`config.mk`:
```
export PLATFORM = sky130hd
export DESIGN_NAME = joystick_port_with_autofire_flat
export DESIGN_NICKNAME = d
export VERILOG_FILES = /design/src/jpa_pkg.sv /design/src/jpa_cmd_if.sv /design/src/jpa_port_if.sv /design/src/jpa_cfg_if.sv /design/src/jpa_fire_ctrl.sv /design/src/joystick_port_with_autofire.sv /design/src/flat_wrapper.sv
export VERILOG_INCLUDE_DIRS = /design/src /design/src/src
export SDC_FILE = /design/constraint.sdc
export NUM_CORES = 1
export LEC_CHECK = 0
export ABC_CLOCK_PERIOD_IN_PS = 2800
export BUFFER_PORTS_ARGS = -buffer_cell sky130_fd_sc_hd__buf_2
export CAP_MARGIN = 5
export CORE_MARGIN = 2
export CORE_UTILIZATION = 50
export DETAILED_ROUTE_END_ITERATION = 10
export HOLD_SLACK_MARGIN = 0.05
export MAX_ROUTING_LAYER = met4
export PLACE_DENSITY_LB_ADDON = 0.1
export SLEW_MARGIN = 20
export SYNTH_ARGS = -nofsm -noshare
export SYNTH_HDL_FRONTEND = slang
export SYNTH_SLANG_ARGS = --single-unit
```
`constraint.sdc`:
```
create_clock -name i_clk -period 2.8 [get_ports i_clk]
set_input_delay 0.42 -clock i_clk [delete_from_list [all_inputs] [get_ports i_clk]]
set_output_delay 0.42 -clock i_clk [all_outputs]
set_load 0.005 [all_outputs]
```
`src/joystick_port_with_autofire_macros.svh`:
```
// ----------------------------------------------------------------------------
// Joystick port assertion macros
// Shared concurrent assertion shorthands for the joystick port modules
// ----------------------------------------------------------------------------
`ifndef JOYSTICK_PORT_WITH_AUTOFIRE_MACROS_SVH
`define JOYSTICK_PORT_WITH_AUTOFIRE_MACROS_SVH

// same-cycle implication, checked out of reset
`define JPA_ASSERT_NOW(label, clk, rst_n, ante, cons) \
    label: assert property (@(posedge clk) disable iff (!(rst_n)) (ante) |-> (cons)) \
        else $error("jpa assertion failed");

// next-cycle implication, checked out of reset
`define JPA_ASSERT_NEXT(label, clk, rst_n, ante, cons) \
    label: assert property (@(posedge clk) disable iff (!(rst_n)) (ante) |=> (cons)) \
        else $error("jpa assertion failed");

`endif

```
`src/jpa_pkg.sv`:
```
// ----------------------------------------------------------------------------
// Joystick port package
// Codes, widths, reset values and shared types of the joystick port
// ----------------------------------------------------------------------------
package jpa_pkg;

    // default sizes
    localparam int FRAME_WIDTH_DEF      = 32;
    localparam int SHOT_COUNT_WIDTH_DEF = 8;

    // fixed field widths
    localparam int CMD_W       = 4;
    localparam int FRAME_IN_W  = 32;
    localparam int PORT_W      = 8;
    localparam int CFG_IDX_W   = 2;
    localparam int CFG_DATA_W  = 17;
    localparam int BULLETS_W   = 9;
    localparam int DELAY_W     = 17;

    // register reset values
    localparam logic signed [BULLETS_W-1:0] BULLETS_RESET = -9'sd3;
    localparam logic signed [DELAY_W-1:0]   DELAY_RESET   = 17'sd125;
    localparam logic [PORT_W-1:0]           PORT_IDLE     = 8'hFF;

    typedef enum logic [CMD_W-1:0] {
        CMD_UP           = 4'd0,
        CMD_DOWN         = 4'd1,
        CMD_LEFT         = 4'd2,
        CMD_RIGHT        = 4'd3,
        CMD_RELEASE_X    = 4'd4,
        CMD_RELEASE_Y    = 4'd5,
        CMD_RELEASE_BOTH = 4'd6,
        CMD_FIRE_PRESS   = 4'd7,
        CMD_FIRE_RELEASE = 4'd8,
        CMD_TICK         = 4'd9
    } t_cmd;

    typedef enum logic [CFG_IDX_W-1:0] {
        REG_AUTOFIRE = 2'd0,
        REG_BULLETS  = 2'd1,
        REG_DELAY    = 2'd2
    } t_reg_idx;

    typedef enum logic [1:0] {
        AXIS_CENTER = 2'd0,
        AXIS_NEG    = 2'd1,
        AXIS_POS    = 2'd2
    } t_axis;

    // configuration write as seen by the fire controller
    typedef struct packed {
        logic                  we;
        t_reg_idx              index;
        logic [CFG_DATA_W-1:0] data;
    } t_cfg_wr;

    // accepted item command as seen by the fire controller
    typedef struct packed {
        logic valid;
        t_cmd command;
    } t_step;

    // active-low port byte
    function automatic logic [PORT_W-1:0] port_byte(input t_axis vert, input t_axis horiz,
                                                    input logic fire);
        logic [PORT_W-1:0] r;
        r = PORT_IDLE;
        if (vert == AXIS_NEG)  r[0] = 1'b0;
        if (vert == AXIS_POS)  r[1] = 1'b0;
        if (horiz == AXIS_NEG) r[2] = 1'b0;
        if (horiz == AXIS_POS) r[3] = 1'b0;
        if (fire)              r[4] = 1'b0;
        return r;
    endfunction

endpackage

```
`src/jpa_cmd_if.sv`:
```
// ----------------------------------------------------------------------------
// Joystick command channel
// Valid/ready channel carrying one command item and the current frame number
// ----------------------------------------------------------------------------
interface jpa_cmd_if;
    logic                            valid;
    logic                            ready;
    logic [jpa_pkg::CMD_W-1:0]       command;
    logic [jpa_pkg::FRAME_IN_W-1:0]  frame_number;

    modport source (output valid, output command, output frame_number, input ready);
    modport sink   (input valid, input command, input frame_number, output ready);
endinterface

```
`src/jpa_port_if.sv`:
```
// ----------------------------------------------------------------------------
// Joystick port byte channel
// Valid/ready channel carrying one active-low port byte per item
// ----------------------------------------------------------------------------
interface jpa_port_if;
    logic                        valid;
    logic                        ready;
    logic [jpa_pkg::PORT_W-1:0]  port_value;

    modport source (output valid, output port_value, input ready);
    modport sink   (input valid, input port_value, output ready);
endinterface

```
`src/jpa_cfg_if.sv`:
```
// ----------------------------------------------------------------------------
// Joystick configuration channel
// Valid/ready write channel carrying a register index and write data
// ----------------------------------------------------------------------------
interface jpa_cfg_if;
    logic                            valid;
    logic                            ready;
    logic [jpa_pkg::CFG_IDX_W-1:0]   index;
    logic [jpa_pkg::CFG_DATA_W-1:0]  data;

    modport source (output valid, output index, output data, input ready);
    modport sink   (input valid, input index, input data, output ready);
endinterface

```
`src/jpa_fire_ctrl.sv`:
```
// ----------------------------------------------------------------------------
// Joystick fire controller
// Fire button, autofire magazine, shot schedule and configuration registers
// ----------------------------------------------------------------------------
`include "joystick_port_with_autofire_macros.svh"

module jpa_fire_ctrl #(
    parameter int FRAME_WIDTH      = jpa_pkg::FRAME_WIDTH_DEF,
    parameter int SHOT_COUNT_WIDTH = jpa_pkg::SHOT_COUNT_WIDTH_DEF
) (
    input  logic                   i_clk,
    input  logic                   i_rst_n,
    input  jpa_pkg::t_cfg_wr       i_cfg,
    input  jpa_pkg::t_step         i_step,
    input  logic [FRAME_WIDTH-1:0] i_frame,
    output logic                   o_fire_next
);

    localparam int SAT_W = (SHOT_COUNT_WIDTH > 8) ? SHOT_COUNT_WIDTH : 8;

    // clamp a non-negative burst size to the shot counter range
    function automatic logic [SHOT_COUNT_WIDTH-1:0] sat_count(input logic [7:0] v);
        logic [SAT_W-1:0] v_ext;
        logic [SAT_W-1:0] max_ext;
        v_ext   = SAT_W'(v);
        max_ext = SAT_W'({SHOT_COUNT_WIDTH{1'b1}});
        if (v_ext > max_ext) begin
            sat_count = '1;
        end else begin
            sat_count = SHOT_COUNT_WIDTH'(v_ext);
        end
    endfunction

    logic                                  r_enable, n_enable;
    logic signed [jpa_pkg::BULLETS_W-1:0]  r_bullets, n_bullets;
    logic signed [jpa_pkg::DELAY_W-1:0]    r_delay, n_delay;
    logic                                  r_fire, n_fire;
    logic [SHOT_COUNT_WIDTH-1:0]           r_shots, n_shots;
    logic                                  r_unlim, n_unlim;
    logic [FRAME_WIDTH-1:0]                r_next_shot, n_next_shot;

    logic                   w_loaded;
    logic [FRAME_WIDTH-1:0] w_sched;
    logic [FRAME_WIDTH-1:0] w_delay_ext;
    logic                   w_tick_due;

    assign w_loaded    = r_unlim || (r_shots != '0);
    assign w_delay_ext = FRAME_WIDTH'(r_delay);
    assign w_sched     = i_frame + w_delay_ext;
    assign w_tick_due  = r_enable && !r_delay[jpa_pkg::DELAY_W-1]
                         && (i_frame == r_next_shot) && w_loaded;

    // next state from a config write or an accepted item
    always_comb begin
        n_enable    = r_enable;
        n_bullets   = r_bullets;
        n_delay     = r_delay;
        n_fire      = r_fire;
        n_shots     = r_shots;
        n_unlim     = r_unlim;
        n_next_shot = r_next_shot;
        if (i_cfg.we) begin
            case (i_cfg.index)
                jpa_pkg::REG_AUTOFIRE: begin
                    n_enable = i_cfg.data[0];
                    // only turning autofire off releases the button
                    if (!i_cfg.data[0] && r_enable) n_fire = 1'b0;
                end
                jpa_pkg::REG_BULLETS: begin
                    n_bullets = i_cfg.data[jpa_pkg::BULLETS_W-1:0];
                    // a new burst size reloads a loaded magazine
                    if (n_bullets != r_bullets && w_loaded) begin
                        n_unlim = n_bullets[jpa_pkg::BULLETS_W-1];
                        n_shots = n_bullets[jpa_pkg::BULLETS_W-1]
                                  ? '0 : sat_count(n_bullets[7:0]);
                    end
                end
                jpa_pkg::REG_DELAY: begin
                    n_delay = i_cfg.data[jpa_pkg::DELAY_W-1:0];
                end
                default: begin
                end
            endcase
        end else if (i_step.valid) begin
            case (i_step.command)
                jpa_pkg::CMD_FIRE_PRESS: begin
                    if (!r_enable) begin
                        n_fire = 1'b1;
                    end else if (w_loaded) begin
                        // cease fire
                        n_shots = '0;
                        n_unlim = 1'b0;
                        n_fire  = 1'b0;
                    end else begin
                        // load magazine and schedule the first toggle
                        n_fire      = 1'b1;
                        n_unlim     = r_bullets[jpa_pkg::BULLETS_W-1];
                        n_shots     = r_bullets[jpa_pkg::BULLETS_W-1]
                                      ? '0 : sat_count(r_bullets[7:0]);
                        n_next_shot = w_sched;
                    end
                end
                jpa_pkg::CMD_FIRE_RELEASE: begin
                    if (!r_enable) n_fire = 1'b0;
                end
                jpa_pkg::CMD_TICK: begin
                    if (w_tick_due) begin
                        n_fire = !r_fire;
                        if (r_fire && !r_unlim) n_shots = r_shots - 1'b1;
                        n_next_shot = w_sched;
                    end
                end
                default: begin
                end
            endcase
        end
    end

    always_ff @(posedge i_clk) begin
        if (!i_rst_n) begin
            r_enable    <= 1'b0;
            r_bullets   <= jpa_pkg::BULLETS_RESET;
            r_delay     <= jpa_pkg::DELAY_RESET;
            r_fire      <= 1'b0;
            r_shots     <= '0;
            r_unlim     <= 1'b0;
            r_next_shot <= '0;
        end else begin
            r_enable    <= n_enable;
            r_bullets   <= n_bullets;
            r_delay     <= n_delay;
            r_fire      <= n_fire;
            r_shots     <= n_shots;
            r_unlim     <= n_unlim;
            r_next_shot <= n_next_shot;
        end
    end

    assign o_fire_next = n_fire;

    // checks
    `JPA_ASSERT_NOW(a_unlim_no_count, i_clk, i_rst_n, r_unlim, r_shots == '0)
    `JPA_ASSERT_NEXT(a_tick_idle_when_off, i_clk, i_rst_n,
        i_step.valid && !i_cfg.we && i_step.command == jpa_pkg::CMD_TICK && !r_enable,
        $stable(r_fire))
    `JPA_ASSERT_NEXT(a_disable_clears_fire, i_clk, i_rst_n,
        i_cfg.we && i_cfg.index == jpa_pkg::REG_AUTOFIRE && !i_cfg.data[0] && r_enable,
        !r_fire)

endmodule

```
`src/joystick_port_with_autofire.sv`:
```
// ----------------------------------------------------------------------------
// Joystick port with autofire
// Axis and fire state of a digital joystick, answered as an active-low byte
// ----------------------------------------------------------------------------
// Usage
//   i_cmd   : command items (axis moves, fire press/release, frame tick), each
//             with the current frame number
//   o_res   : one active-low port byte per command item, in order
//   i_cfg   : register writes (0 autofire enable, 1 bullets per burst,
//             2 shot delay in frames); always ready, apply while idle
// The byte of an item is registered into the output register at the edge that
// accepts the item. Throughput is one item per cycle while o_res is ready; the
// state update and the byte are produced by a single compare-and-add stage
// between the state registers and the output register.
// When o_res is stalled the output register holds its byte and i_cmd.ready
// drops until the byte is taken; with o_res ready, items stream at full rate.
// Reset (i_rst_n low, synchronous) centers both axes, releases fire, empties
// the magazine, clears the schedule and loads the register reset values
// (autofire off, bullets -3, delay 125).
// ----------------------------------------------------------------------------
`include "joystick_port_with_autofire_macros.svh"

module joystick_port_with_autofire #(
    parameter int FRAME_WIDTH      = jpa_pkg::FRAME_WIDTH_DEF,
    parameter int SHOT_COUNT_WIDTH = jpa_pkg::SHOT_COUNT_WIDTH_DEF
) (
    input  logic        i_clk,
    input  logic        i_rst_n,
    jpa_cmd_if.sink     i_cmd,
    jpa_cfg_if.sink     i_cfg,
    jpa_port_if.source  o_res
);

    logic                         w_in_acc;
    jpa_pkg::t_cmd                w_cmd;
    jpa_pkg::t_cfg_wr             w_cfg;
    jpa_pkg::t_step               w_step;
    logic [FRAME_WIDTH-1:0]       w_frame;
    logic                         w_fire_next;

    jpa_pkg::t_axis               r_vert, n_vert;
    jpa_pkg::t_axis               r_horiz, n_horiz;
    logic                         r_out_valid, n_out_valid;
    logic [jpa_pkg::PORT_W-1:0]   r_port, n_port;

    // handshakes
    assign i_cfg.ready = 1'b1;
    assign i_cmd.ready = !r_out_valid || o_res.ready;
    assign w_in_acc    = i_cmd.valid && i_cmd.ready;

    assign w_cmd   = jpa_pkg::t_cmd'(i_cmd.command);
    assign w_frame = FRAME_WIDTH'(i_cmd.frame_number);

    assign w_cfg.we    = i_cfg.valid;
    assign w_cfg.index = jpa_pkg::t_reg_idx'(i_cfg.index);
    assign w_cfg.data  = i_cfg.data;

    assign w_step.valid   = w_in_acc;
    assign w_step.command = w_cmd;

    jpa_fire_ctrl #(
        .FRAME_WIDTH      (FRAME_WIDTH),
        .SHOT_COUNT_WIDTH (SHOT_COUNT_WIDTH)
    ) u_fire (
        .i_clk       (i_clk),
        .i_rst_n     (i_rst_n),
        .i_cfg       (w_cfg),
        .i_step      (w_step),
        .i_frame     (w_frame),
        .o_fire_next (w_fire_next)
    );

    // axis updates
    always_comb begin
        n_vert  = r_vert;
        n_horiz = r_horiz;
        if (w_in_acc) begin
            case (w_cmd)
                jpa_pkg::CMD_UP:           n_vert  = jpa_pkg::AXIS_NEG;
                jpa_pkg::CMD_DOWN:         n_vert  = jpa_pkg::AXIS_POS;
                jpa_pkg::CMD_LEFT:         n_horiz = jpa_pkg::AXIS_NEG;
                jpa_pkg::CMD_RIGHT:        n_horiz = jpa_pkg::AXIS_POS;
                jpa_pkg::CMD_RELEASE_X:    n_horiz = jpa_pkg::AXIS_CENTER;
                jpa_pkg::CMD_RELEASE_Y:    n_vert  = jpa_pkg::AXIS_CENTER;
                jpa_pkg::CMD_RELEASE_BOTH: begin
                    n_horiz = jpa_pkg::AXIS_CENTER;
                    n_vert  = jpa_pkg::AXIS_CENTER;
                end
                default: begin
                end
            endcase
        end
    end

    // output register
    always_comb begin
        n_out_valid = r_out_valid && !o_res.ready;
        n_port      = r_port;
        if (w_in_acc) begin
            n_out_valid = 1'b1;
            n_port      = jpa_pkg::port_byte(n_vert, n_horiz, w_fire_next);
        end
    end

    always_ff @(posedge i_clk) begin
        if (!i_rst_n) begin
            r_vert      <= jpa_pkg::AXIS_CENTER;
            r_horiz     <= jpa_pkg::AXIS_CENTER;
            r_out_valid <= 1'b0;
        end else begin
            r_vert      <= n_vert;
            r_horiz     <= n_horiz;
            r_out_valid <= n_out_valid;
        end
    end

    always_ff @(posedge i_clk) begin
        r_port <= n_port;
    end

    assign o_res.valid      = r_out_valid;
    assign o_res.port_value = r_port;

    // checks
    `JPA_ASSERT_NOW(a_no_accept_when_stalled, i_clk, i_rst_n,
        r_out_valid && !o_res.ready, !i_cmd.ready)
    `JPA_ASSERT_NEXT(a_accept_gives_byte, i_clk, i_rst_n, w_in_acc, r_out_valid)
    `JPA_ASSERT_NOW(a_axis_exclusive, i_clk, i_rst_n, r_out_valid,
        r_port[1:0] != 2'b00 && r_port[3:2] != 2'b00 && r_port[7:5] == 3'b111)

endmodule

```
`src/flat_wrapper.sv`:
```
// flat-port wrapper written by rule: the top's interface ports become plain ports
module joystick_port_with_autofire_flat 
#(
    parameter int FRAME_WIDTH      = jpa_pkg::FRAME_WIDTH_DEF,
    parameter int SHOT_COUNT_WIDTH = jpa_pkg::SHOT_COUNT_WIDTH_DEF
)
  (i_clk, i_rst_n, i_cmd_valid, i_cmd_command, i_cmd_frame_number, i_cmd_ready, i_cfg_valid, i_cfg_index, i_cfg_data, i_cfg_ready, o_res_valid, o_res_port_value, o_res_ready);
  jpa_cmd_if i_cmd_i ();
  jpa_cfg_if i_cfg_i ();
  jpa_port_if o_res_i ();
  input  logic i_clk;
  input  logic i_rst_n;
  input wire logic [$bits(i_cmd_i.valid)-1:0] i_cmd_valid;
  input wire logic [$bits(i_cmd_i.command)-1:0] i_cmd_command;
  input wire logic [$bits(i_cmd_i.frame_number)-1:0] i_cmd_frame_number;
  output wire logic [$bits(i_cmd_i.ready)-1:0] i_cmd_ready;
  input wire logic [$bits(i_cfg_i.valid)-1:0] i_cfg_valid;
  input wire logic [$bits(i_cfg_i.index)-1:0] i_cfg_index;
  input wire logic [$bits(i_cfg_i.data)-1:0] i_cfg_data;
  output wire logic [$bits(i_cfg_i.ready)-1:0] i_cfg_ready;
  output wire logic [$bits(o_res_i.valid)-1:0] o_res_valid;
  output wire logic [$bits(o_res_i.port_value)-1:0] o_res_port_value;
  input wire logic [$bits(o_res_i.ready)-1:0] o_res_ready;
  assign i_cmd_i.valid = i_cmd_valid;
  assign i_cmd_i.command = i_cmd_command;
  assign i_cmd_i.frame_number = i_cmd_frame_number;
  assign i_cmd_ready = i_cmd_i.ready;
  assign i_cfg_i.valid = i_cfg_valid;
  assign i_cfg_i.index = i_cfg_index;
  assign i_cfg_i.data = i_cfg_data;
  assign i_cfg_ready = i_cfg_i.ready;
  assign o_res_valid = o_res_i.valid;
  assign o_res_port_value = o_res_i.port_value;
  assign o_res_i.ready = o_res_ready;
  joystick_port_with_autofire #(.FRAME_WIDTH(FRAME_WIDTH), .SHOT_COUNT_WIDTH(SHOT_COUNT_WIDTH)) u_core (.i_clk(i_clk), .i_rst_n(i_rst_n), .i_cmd(i_cmd_i), .i_cfg(i_cfg_i), .o_res(o_res_i));
endmodule
```
==> flow_summary_export.csv, run 1 <==
group,metric,value,unit
critical_path,crit_required,3040,ps
detailed_routing,vias,5379,
global_routing,grt_max_degree,30,
place,post-dp-hpwl,11500,um
cts,cts-hold-fix-buffers,0,
finish,n_antenna_cell,0,
global_routing,grt_pass1_wl,24500,um
synthesis,synth_warnings,0,
worst_hold_path,min_path_type,"in -> reg",
cts,htreeDepth,3,
synthesis,yosysSeqAreaShare,28.6,%
cts,clk_pin_slew_worst_paths,60,ps
finish,multi_input_area,3850,um2
timing,hold_viol_final,0,
power,internal_power,2.10,mW
power,p_clk_share,40.0,%
detailed_routing,ant_nets,0,
floorplanning,core_region_area,11000,um2
finish,syn2layout_area_growth,17.2,%
place,placed_cell_area,6310,um2
critical_path,cp-end-kind,"flop",
critical_path,r2r_setup_slack,100,ps
finish,fin_nets,893,
critical_path,worst-path-buf-inv,1,
global_routing,gr-total-overflow,0,
power,p_sw_share,29.0,%
synthesis,synth-seq-cells,79,
place,gp_congestion,0.919,
detailed_routing,drtPass1Iterations,5,
finish,stdcell_area,6670,um2
synthesis,synthDistinctLibCells,80,
floorplanning,die_x,111,um
floorplanning,start_util,51.9,%
detailed_routing,drtIter0Drc,356,
cts,cts_max_path_buffers,2,
place,dp_cells,926,
power,p_seq_share,40.0,%
floorplanning,rows,38,
timing,period_share,96.4,%
timing,worst-slew-pin-transition,734,ps
synthesis,synthArstFlopShare,0,%
timing,fin_crit,2700,ps
flow_run,drv_cap,0,
power,total_power,2.96,mW
finish,nFillCells,1016,
timing,setup_viol,0,
critical_path,crit_slowest_cell,"fa_2",
power,combinationalPowerShare,20.0,%
floorplanning,die_h,111,um
timing,layout_setup_ws,100,ps
place,port_buffers,66,
cts,clkSinkCount,79,
finish,drive_above_1_share,19.7,%
floorplanning,ioPinCount,71,
cts,numCtsBuffers,9,
synthesis,ys_dominant_reg_cell,"dfxtp_1",
floorplanning,die_area,12300,um2
critical_path,path_cells,"ha_4 > inv_2 > fa_2 > nor2b_4 > o2111ai_2 > a211oi_2 > o311ai_2 > o211a_1 > o21ai_2 > a311o_1 > mux2i_1 > nand2_1",
synthesis,syn_avg_cell_area,7.97,um2
critical_path,critPathKind,"reg -> reg",
timing,clock_skew,10.3,ps
power,ir_drop,0.320,mV
critical_path,max_stage_delay,380,ps
critical_path,cp-start-kind,"flop",
cts,clk_latency,350,ps
timing,rsz0062_at_grt,"yes",
global_routing,grt_pass1_vias,5072,
cts,cts_tree,"built",
timing,report.final.slew_viol_count,0,
outcome,outcome,"finished clean",
synthesis,synth_edf_count,5,
critical_path,critPathArrivalTime,2940,ps
finish,area.sequential,1630,um2
place,preCtsSetupSlack,-311,ps
detailed_routing,drt_wl_total,15100,um
cts,ctsRootBufferMaster,"clkbuf_16",
finish,stdcell_count,944,
power,p_sw,859,uW
critical_path,worstPathMaxFanout,3,
synthesis,syn_area,5700,um2
power,p_per_area,443,nW/um2
detailed_routing,via_per_inst,5.70,
timing,max_freq,370,MHz
global_routing,antenna_found_initial,0,
timing,slew-limit-headroom,51.1,%
detailed_routing,routedWlPerCell,16.0,um
critical_path,cp_top_family,"compound AO/OA/AOI/OAI gates",
power,power.leakage,3.02,nW
timing,setup_tns,0,ps
detailed_routing,remaining_drc_errors,0,
synthesis,syn_inst,715,
global_routing,grt_util_all_layers,25.1,%
-- state kept, by name, summed over array words and instances, names as in the netlist, named ones only --
signal                     count
u_core.o_res.port_value        5
u_core.o_res.valid             1
u_core.r_horiz                 2
u_core.r_vert                  2
u_core.u_fire.r_bullets        9
u_core.u_fire.r_delay         17
u_core.u_fire.r_enable         1
u_core.u_fire.r_next_shot     32
u_core.u_fire.r_shots          8
u_core.u_fire.r_unlim          1
-- Yosys cell counts, drive strengths merged, types with 18 or more instances --
cell    instances  area share, %
mux2i          21            3.7
nor2           76            5.0
o21ai          22            1.9
dfxtp          74             26
nand3          28            2.5
ha             33            7.2
nor3           18            1.8
nand2          93            6.1
xor2           48            7.4
a21oi          71            6.4
xnor2          24            3.7
clkbuf         20            1.7
inv            21            1.4
-- power by group through the flow --
| stage | Combinational, mW | Sequential (mW) | Clock [mW] |
|---|---|---|---|
| after global placement | 0.564 | 1.21 | 0 |
| after floorplan | 0.387 | 1.20 | 0 |
| after CTS | 0.577 | 1.18 | 1.21 |
| after global routing | 0.652 | 1.18 | 1.25 |
| after detailed placement | 0.573 | 1.21 | 0 |
| final | 0.593 | 1.18 | 1.18 |
-- cells in the final DEF, fill, tap and decap left out, types with 13 or more instances in the layout --
master    n
a21o_1   13
nand3_1  28
buf_2    66
inv_1    19
dfxtp_1  73
ha_1     32
nor2_1   75
xor2_1   48
nor3_1   15
mux2i_1  21
xnor2_1  24
a21oi_1  68
buf_4    37
nand2_1  93
o21ai_0  16
-- metrics by stage --
stage               hold slack [ps]  utilization, %
finish                          306            60.8
global route                    318            60.8
CTS                             301            60.3
detailed placement              458            57.4
global placement                449            57.4
floorplan                       440               -
-- final timing paths --
path	startpoint	end	depth (start not counted)
worst max-delay path	u_core.u_fire.r_delay[0]	u_core.u_fire.r_next_shot[30]	12
worst min-delay path	i_cfg_data[14]	u_core.u_fire.r_delay[14]	3
worst max register to register	u_core.u_fire.r_delay[0]	u_core.u_fire.r_next_shot[30]	12
worst min register to register	u_core.u_fire.r_delay[15]	u_core.u_fire.r_delay[15]	2
-- worst min-delay path, stage by stage --
cell	delay, ps
buf_2	90
nand2_1	40
a21oi_1	50
-- area by class of cell --
type | count | share of cell area (%)
clock buffers | 11 | 3.96
clock inverters | 5 | 0.544
inverters | 21 | 1.18
multi-input cells | 583 | 57.6
flip-flops and latches | 79 | 24.5
well taps | 140 | 2.62
repair buffers | 105 | 9.58
-- cell families after synthesis --
family / count (synthesis) / share of synthesized area (%)
buf+inv: 56 / 5.03
simple gates: 279 / 23.2
mux: 22 / 3.89
xor+xnor: 72 / 11.1
fa+ha+maj: 34 / 7.60
other cells: 1 / 0.0658
compound gates: 172 / 20.5
flops: 79 / 28.6
-- layer usage --
layer	vias to the layer above	part of all wire [%]	GRT usage, %
li1	2708	-	-
met1	2522	48	32.8
met2	123	45	38.9
met3	26	4.7	4.21
met4	0	2.6	10.3
met5	-	0	-
-- timing repair --
item / CTS / global route
cloned: 0 / 0
buffers inserted: 1 / 1
pin swaps: 1 / 11
setup endpoints to repair: 1 / 9
resized for setup: 1 / 13
Note: power is estimated with default switching activity, not from simulation.
==> run 2: changes to the inputs <==
--- a/config.mk
+++ b/config.mk
@@ -6,11 +6,13 @@
 export SDC_FILE = /design/constraint.sdc
 export NUM_CORES = 1
 export LEC_CHECK = 0
-export ABC_CLOCK_PERIOD_IN_PS = 2800
+export ABC_CLOCK_PERIOD_IN_PS = 3000
 export BUFFER_PORTS_ARGS = -buffer_cell sky130_fd_sc_hd__buf_2
 export CAP_MARGIN = 5
+export CELL_PAD_IN_SITES_DETAIL_PLACEMENT = 0
+export CELL_PAD_IN_SITES_GLOBAL_PLACEMENT = 1
 export CORE_MARGIN = 2
-export CORE_UTILIZATION = 50
+export CORE_UTILIZATION = 44
 export DETAILED_ROUTE_END_ITERATION = 10
 export HOLD_SLACK_MARGIN = 0.05
 export MAX_ROUTING_LAYER = met4
==> constraint.sdc (replaced) <==
create_clock -name i_clk -period 3 [get_ports i_clk]
set_input_delay 0.45 -clock i_clk [delete_from_list [all_inputs] [get_ports i_clk]]
set_output_delay 0.45 -clock i_clk [all_outputs]
set_load 0.005 [all_outputs]
==> run 2 against run 1 <==
Effect of this change: clock skew shrank 3.4 ps; via count decreased by 2.3%; combinational power decreased by 12%.
==> flow_summary_export.csv, run 2 (synthesis gave the netlist of run 1 again) <==
group,metric,value,unit
detailed_routing,remaining_drc_errors,0,
power,p_clk_share,39.8,%
power,p_sw_share,29.9,%
cts,htreeDepth,3,
finish,top_register,"u_core.u_fire.r_next_shot",
finish,reg_top3,"u_core.u_fire.r_next_shot x32, u_core.u_fire.r_delay x17, u_core.u_fire.r_bullets x9",
worst_hold_path,hold_end,"u_core.u_fire.r_delay[12]",
finish,area.sequential,1630,um2
place,post-dp-hpwl,11500,um
power,ir_drop,0.264,mV
detailed_routing,drt_wl_total,15000,um
global_routing,grt_max_degree,54,
floorplanning,core_region_area,12600,um2
cts,numCtsBuffers,9,
cts,cts_tree,"built",
global_routing,grt_pass1_vias,4988,
critical_path,worst-path-buf-inv,1,
detailed_routing,drtIter0Drc,417,
floorplanning,die_h,118,um
power,internal_power,1.89,mW
global_routing,grt_pass1_wl,24900,um
timing,slew-limit-headroom,49.6,%
flow_run,drv_cap,0,
critical_path,path_cells,"ha_1 > inv_1 > fa_1 > nor2b_2 > o2111ai_1 > a211oi_2 > o311ai_2 > o211a_1 > o21ai_2 > a311o_1 > mux2i_1 > nand2_1",
cts,ctsRootBufferMaster,"clkbuf_16",
timing,report.final.slew_viol_count,0,
outcome,outcome,"finished clean",
cts,cts_max_path_buffers,2,
power,power.leakage,2.91,nW
floorplanning,rows,41,
floorplanning,die_x,118,um
floorplanning,ioPinCount,71,
place,preCtsSetupSlack,-173,ps
finish,syn2layout_area_growth,14.2,%
finish,n_antenna_cell,0,
detailed_routing,ant_nets,0,
timing,layout_setup_ws,203,ps
cts,clkSinkCount,79,
global_routing,gr-total-overflow,0,
critical_path,crit_slowest_cell,"fa_1",
cts,clk_pin_slew_worst_paths,60,ps
worst_hold_path,hold_start,"i_cfg_data[12]",
timing,clock_skew,6.89,ps
finish,largest_reg_flops,32,
worst_hold_path,min_path_type,"in -> reg",
timing,worst-slew-pin-transition,754,ps
critical_path,cp-start-kind,"flop",
timing,rsz0062_at_grt,"no",
power,p_seq_share,40.8,%
power,p_sw,806,uW
detailed_routing,routedWlPerCell,15.7,um
finish,drive_above_1_share,16.8,%
critical_path,max_stage_delay,380,ps
timing,hold_viol_final,0,
power,combinationalPowerShare,19.4,%
critical_path,reg2reg_to,"u_core.u_fire.r_next_shot[30]",
critical_path,cp_top_family,"compound AO/OA/AOI/OAI gates",
critical_path,r2r_setup_slack,200,ps
critical_path,critPathArrivalTime,3030,ps
critical_path,r2r-start,"u_core.u_fire.r_delay[0]",
timing,period_share,93.2,%
critical_path,worstPathMaxFanout,3,
finish,final_cell_mix,"nand2_1 (93), nor2_1 (76), dfxtp_1 (74)",
finish,nFillCells,1290,
worst_hold_path,holdPathStages,3,
timing,max_freq,358,MHz
detailed_routing,vias,5257,
finish,multi_input_area,3810,um2
critical_path,critPathKind,"reg -> reg",
critical_path,crit_required,3230,ps
cts,clk_latency,340,ps
global_routing,antenna_found_initial,0,
detailed_routing,via_per_inst,5.49,
finish,utilization,51.5,%
floorplanning,die_area,13900,um2
place,gp_congestion,0.896,
critical_path,rr_worst_depth,12,
place,port_buffers,66,
finish,fin_nets,874,
detailed_routing,drtPass1Iterations,5,
floorplanning,start_util,45.1,%
timing,fin_crit,2800,ps
power,p_per_area,415,nW/um2
critical_path,cp-end-kind,"flop",
timing,setup_viol,0,
global_routing,grt_util_all_layers,22.8,%
finish,layout_commonest_cell,"nand2_1",
-- run 2: cell types whose count changed in the layout (fill, tap and decap cells not counted), sizes merged --
cell      delta
buf         -19
clkinvlp     +2
clkbuf       -1
clkinv       -1
-- run 2: worst max path at each step --
stage	startpoint	slack, ps	depth (start not counted)	endpoint
finish	u_core.u_fire.r_delay[0]	200	12	u_core.u_fire.r_next_shot[30]
global route	u_core.u_fire.r_delay[0]	8	12	u_core.u_fire.r_next_shot[30]
CTS	u_core.u_fire.r_delay[0]	40	12	u_core.u_fire.r_next_shot[30]
detailed placement	i_cmd_frame_number[0]	-170	13	u_core.u_fire.r_next_shot[30]
global placement	i_cmd_frame_number[0]	-130	13	u_core.u_fire.r_next_shot[30]
floorplan	i_cmd_frame_number[0]	250	12	u_core.u_fire.r_next_shot[30]
-- run 2: cell type report --
class                      instances  share of cell area, %
multi-input combinational        583                   58.5
timing repair buffer              86                   7.39
clock inverter                     6                  0.808
tap                              172                   3.31
clock buffer                      10                   3.67
sequential                        79                   25.1
inverter                          21                   1.21
-- run 2: repair_timing --
action / CTS / global route
resized for setup: 0 / 2
setup buffers: 0 / 0
hold buffers: 0 / 0
endpoints found under the setup margin: 0 / 4
-- run 2: stage by stage --
step	TNS (ps)	power, mW	cells	instance area (um2)	hold slack [ps]
after floorplan	0	1.48	718	5710	440
after global placement	-127	1.64	941	6210	453
after CTS	0	2.73	957	6500	330
after detailed placement	-215	1.64	941	6210	454
after global routing	0	2.84	957	6500	353
final	0	2.70	957	6500	342
-- run 2: worst reg2reg max path, cell delays in order, from the launching register on --
cell	delay, ps
dfxtp_1	330
ha_1	170
inv_1	60
fa_1	380
nor2b_2	150
o2111ai_1	180
a211oi_2	310
o311ai_2	170
o211a_1	270
o21ai_2	190
a311o_1	220
mux2i_1	200
nand2_1	70
-- run 2: power groups by stage --
stage	Clock (mW)	Sequential [mW]	Combinational, mW
finish	1.07	1.10	0.524
global route	1.15	1.11	0.585
global placement	0	1.13	0.515
floorplan	0	1.12	0.361
detailed placement	0	1.13	0.518
CTS	1.11	1.10	0.521
-- run 2: metal layers --
metal	track usage [%]	vias up	wire length [um]
met5	-	-	0
met2	33.5	117	6460
met1	32.4	2460	7700
met4	7.68	0	263
li1	-	2662	-
met3	2.71	18	603
==> run 3: changes to the inputs <==
--- a/config.mk
+++ b/config.mk
@@ -6,15 +6,16 @@
 export SDC_FILE = /design/constraint.sdc
 export NUM_CORES = 1
 export LEC_CHECK = 0
+export ABC_AREA = 1
 export ABC_CLOCK_PERIOD_IN_PS = 3000
 export BUFFER_PORTS_ARGS = -buffer_cell sky130_fd_sc_hd__buf_2
 export CAP_MARGIN = 5
 export CELL_PAD_IN_SITES_DETAIL_PLACEMENT = 0
 export CELL_PAD_IN_SITES_GLOBAL_PLACEMENT = 1
 export CORE_MARGIN = 2
-export CORE_UTILIZATION = 44
+export CORE_UTILIZATION = 41
 export DETAILED_ROUTE_END_ITERATION = 10
-export HOLD_SLACK_MARGIN = 0.05
+export HOLD_SLACK_MARGIN = 0.02
 export MAX_ROUTING_LAYER = met4
 export PLACE_DENSITY_LB_ADDON = 0.1
 export SLEW_MARGIN = 20
==> run 3 against run 2 <==
Effect of this change: non-clock buffer count decreased by 13; fmax increased by 17%; via count increased by 16%; critical path depth increased by 1; power increased by 7.4%; clock power about the same.
==> flow_summary_export.csv, run 3 <==
group,metric,value,unit
outcome,outcome,"finished clean",
synthesis,synth_common_cells,"nand2_1 (290), nor2_1 (136), inv_1 (121)",
floorplanning,die_x,126,um
place,post-dp-hpwl,13700,um
global_routing,gr-total-overflow,0,
global_routing,grt_util_all_layers,23.4,%
timing,slew-limit-headroom,50.1,%
critical_path,cp-end-kind,"flop",
critical_path,worstPathMaxFanout,4,
place,port_buffers,66,
cts,post_cts_buffers,0,
detailed_routing,drtIter0Drc,334,
global_routing,grt_pass1_wl,29100,um
synthesis,synth_top_cell_by_area,"dfxtp_1",
worst_hold_path,hold_start,"i_cmd_valid",
critical_path,max_stage_delay,450,ps
global_routing,antenna_found_initial,0,
global_routing,grt_pass1_vias,5895,
finish,nFillCells,1640,
power,p_per_area,424,nW/um2
timing,max_freq,419,MHz
floorplanning,core_region_area,14500,um2
timing,setup_viol,0,
critical_path,crit_start,"u_core.u_fire.r_delay[0]",
critical_path,worst-path-buf-inv,1,
floorplanning,die_h,126,um
power,power.leakage,3.34,nW
timing,layout_setup_ws,616,ps
finish,syn2layout_area_growth,12.4,%
detailed_routing,via_per_inst,4.93,
finish,top_register,"u_core.u_fire.r_next_shot",
cts,cts-hold-fix-buffers,0,
cts,clk_pin_slew_worst_paths,60,ps
critical_path,cp-start-kind,"flop",
cts,numCtsBuffers,9,
floorplanning,rows,44,
synthesis,synth_most_common_cell,"nand2_1",
critical_path,path_cells,"ha_1 > inv_1 > fa_1 > o21ai_0 > nand2_1 > nand2_1 > nand3_1 > nand2_1 > nand3_1 > nand2_1 > nand2_1 > a21oi_1 > nor2_1",
timing,report.final.slew_viol_count,0,
power,total_power,2.90,mW
synthesis,synthDistinctLibCells,42,
worst_hold_path,min_path_type,"in -> reg",
timing,worst-slew-pin-transition,749,ps
critical_path,crit_required,3250,ps
critical_path,rr_worst_depth,13,
flow_run,drv_cap,0,
finish,layout_commonest_cell,"nand2_1",
synthesis,synth_edf_count,5,
cts,htreeDepth,3,
detailed_routing,drtPass1Iterations,5,
critical_path,crit_slowest_cell,"o21ai_0",
detailed_routing,remaining_drc_errors,0,
finish,final_cell_mix,"nand2_1 (290), nor2_1 (136), inv_1 (121)",
synthesis,syn_inst,989,
finish,utilization,47.0,%
detailed_routing,routedWlPerCell,13.9,um
cts,clkSinkCount,79,
timing,rsz0062_at_grt,"no",
finish,n_antenna_cell,0,
power,combinationalPowerShare,23.4,%
floorplanning,start_util,41.8,%
critical_path,crit_top_cell,"nand2_1",
critical_path,r2r-start,"u_core.u_fire.r_delay[0]",
critical_path,cp_num_cells,13,
synthesis,synth_top_area_share,24.4,%
synthesis,syn_avg_cell_area,6.15,um2
detailed_routing,vias,6118,
cts,cts_tree,"built",
cts,cts_resized,0,
place,gp_congestion,0.863,
floorplanning,ioPinCount,71,
floorplanning,die_area,15800,um2
finish,fin_nets,1145,
synthesis,synth_warnings,0,
detailed_routing,drt_wl_total,17200,um
power,p_sw,959,uW
cts,cts_max_path_buffers,2,
worst_hold_path,holdPathStages,3,
synthesis,yosysSeqAreaShare,26.8,%
power,p_sw_share,33.1,%
cts,clk_latency,350,ps
timing,clock_skew,7.56,ps
cts,ctsRootBufferMaster,"clkbuf_16",
synthesis,syn_area,6080,um2
synthesis,synth-seq-cells,79,
global_routing,grt_max_degree,44,
power,internal_power,1.94,mW
power,ir_drop,0.258,mV
timing,period_share,79.5,%
timing,fin_crit,2380,ps
finish,drive_above_1_share,10.0,%
place,preCtsSetupSlack,406,ps
critical_path,critPathKind,"reg -> reg",
synthesis,synth.area.top_cells,"dfxtp_1 (24%), nand2_1 (18%), nor2_1 (8.4%)",
timing,setup_tns,0,ps
finish,reg_top3,"u_core.u_fire.r_next_shot x32, u_core.u_fire.r_delay x17, u_core.u_fire.r_bullets x9",
detailed_routing,ant_nets,0,
critical_path,critPathArrivalTime,2630,ps
power,p_clk_share,37.5,%
timing,hold_viol_final,0,
synthesis,ys_dominant_reg_cell,"dfxtp_1",
finish,largest_reg_flops,32,
synthesis,synthArstFlopShare,0,%
critical_path,cp_top_family,"simple AND/OR/NAND/NOR gates",
power,p_seq_share,39.1,%
## run 3: worst register-to-register path, delay by kind of cell (launching register included)
kind | cells | cell delay, ps
buffers and inverters | 1 | 60
AO/OA/AOI/OAI | 2 | 570
flip-flops | 1 | 360
adder cells (fa/ha/maj) | 2 | 580
AND/OR/NAND/NOR | 8 | 730
## run 3: path summary, 6_finish.rpt
path | to | slack (ps)
worst min-delay path | u_core.o_res.valid | 350
worst max-delay path | u_core.u_fire.r_next_shot[22] | 620
worst min register to register | u_core.u_fire.r_delay[16] | 470
worst max register to register | u_core.u_fire.r_next_shot[22] | 620
## run 3: area by class of cell
type / instances / area [um2] / share of cell area, %
Clock buffer: 11 / 243 / 3.55
Clock inverter: 5 / 40.0 / 0.586
Inverter: 127 / 478 / 6.99
Multi-Input combinational cell: 761 / 3830 / 56.0
Sequential cell: 79 / 1630 / 23.9
Tap cell: 184 / 230 / 3.37
Timing Repair Buffer: 73 / 383 / 5.60
## run 3: stage by stage
step	hold slack, ps	instance area [um2]	cells
floorplan	446	6090	992
global placement	461	6550	1224
detailed placement	462	6550	1224
CTS	344	6830	1240
global route	376	6830	1240
finish	353	6830	1240
## run 3: power by group through the flow
stage	registers, mW	clock network (mW)	logic, mW
3_5_place_dp	1.16	0	0.677
3_3_place_gp	1.16	0	0.679
5_1_grt	1.14	1.16	0.780
6_report	1.13	1.09	0.677
4_1_cts	1.13	1.12	0.680
2_1_floorplan	1.15	0	0.486
## run 3: per-layer routing
layer	vias to the layer above	GRT usage (%)	part of all wire, %
met5	-	-	0
met4	0	6.46	1.2
met3	13	2.89	3.5
met2	100	36.5	45
met1	2704	32.1	51
li1	3301	-	-
## run 3: cells by family (layout without fill, tap and decap cells)
family / count (synthesis) / count (layout) / synth area share (%)
other cells: 1 / 4 / 0.0617
simple gates: 524 / 524 / 35.9
buf+inv: 152 / 216 / 10.4
xor+xnor: 36 / 36 / 5.19
flops: 79 / 79 / 26.8
fa+ha+maj: 34 / 34 / 7.12
compound gates: 163 / 163 / 14.6
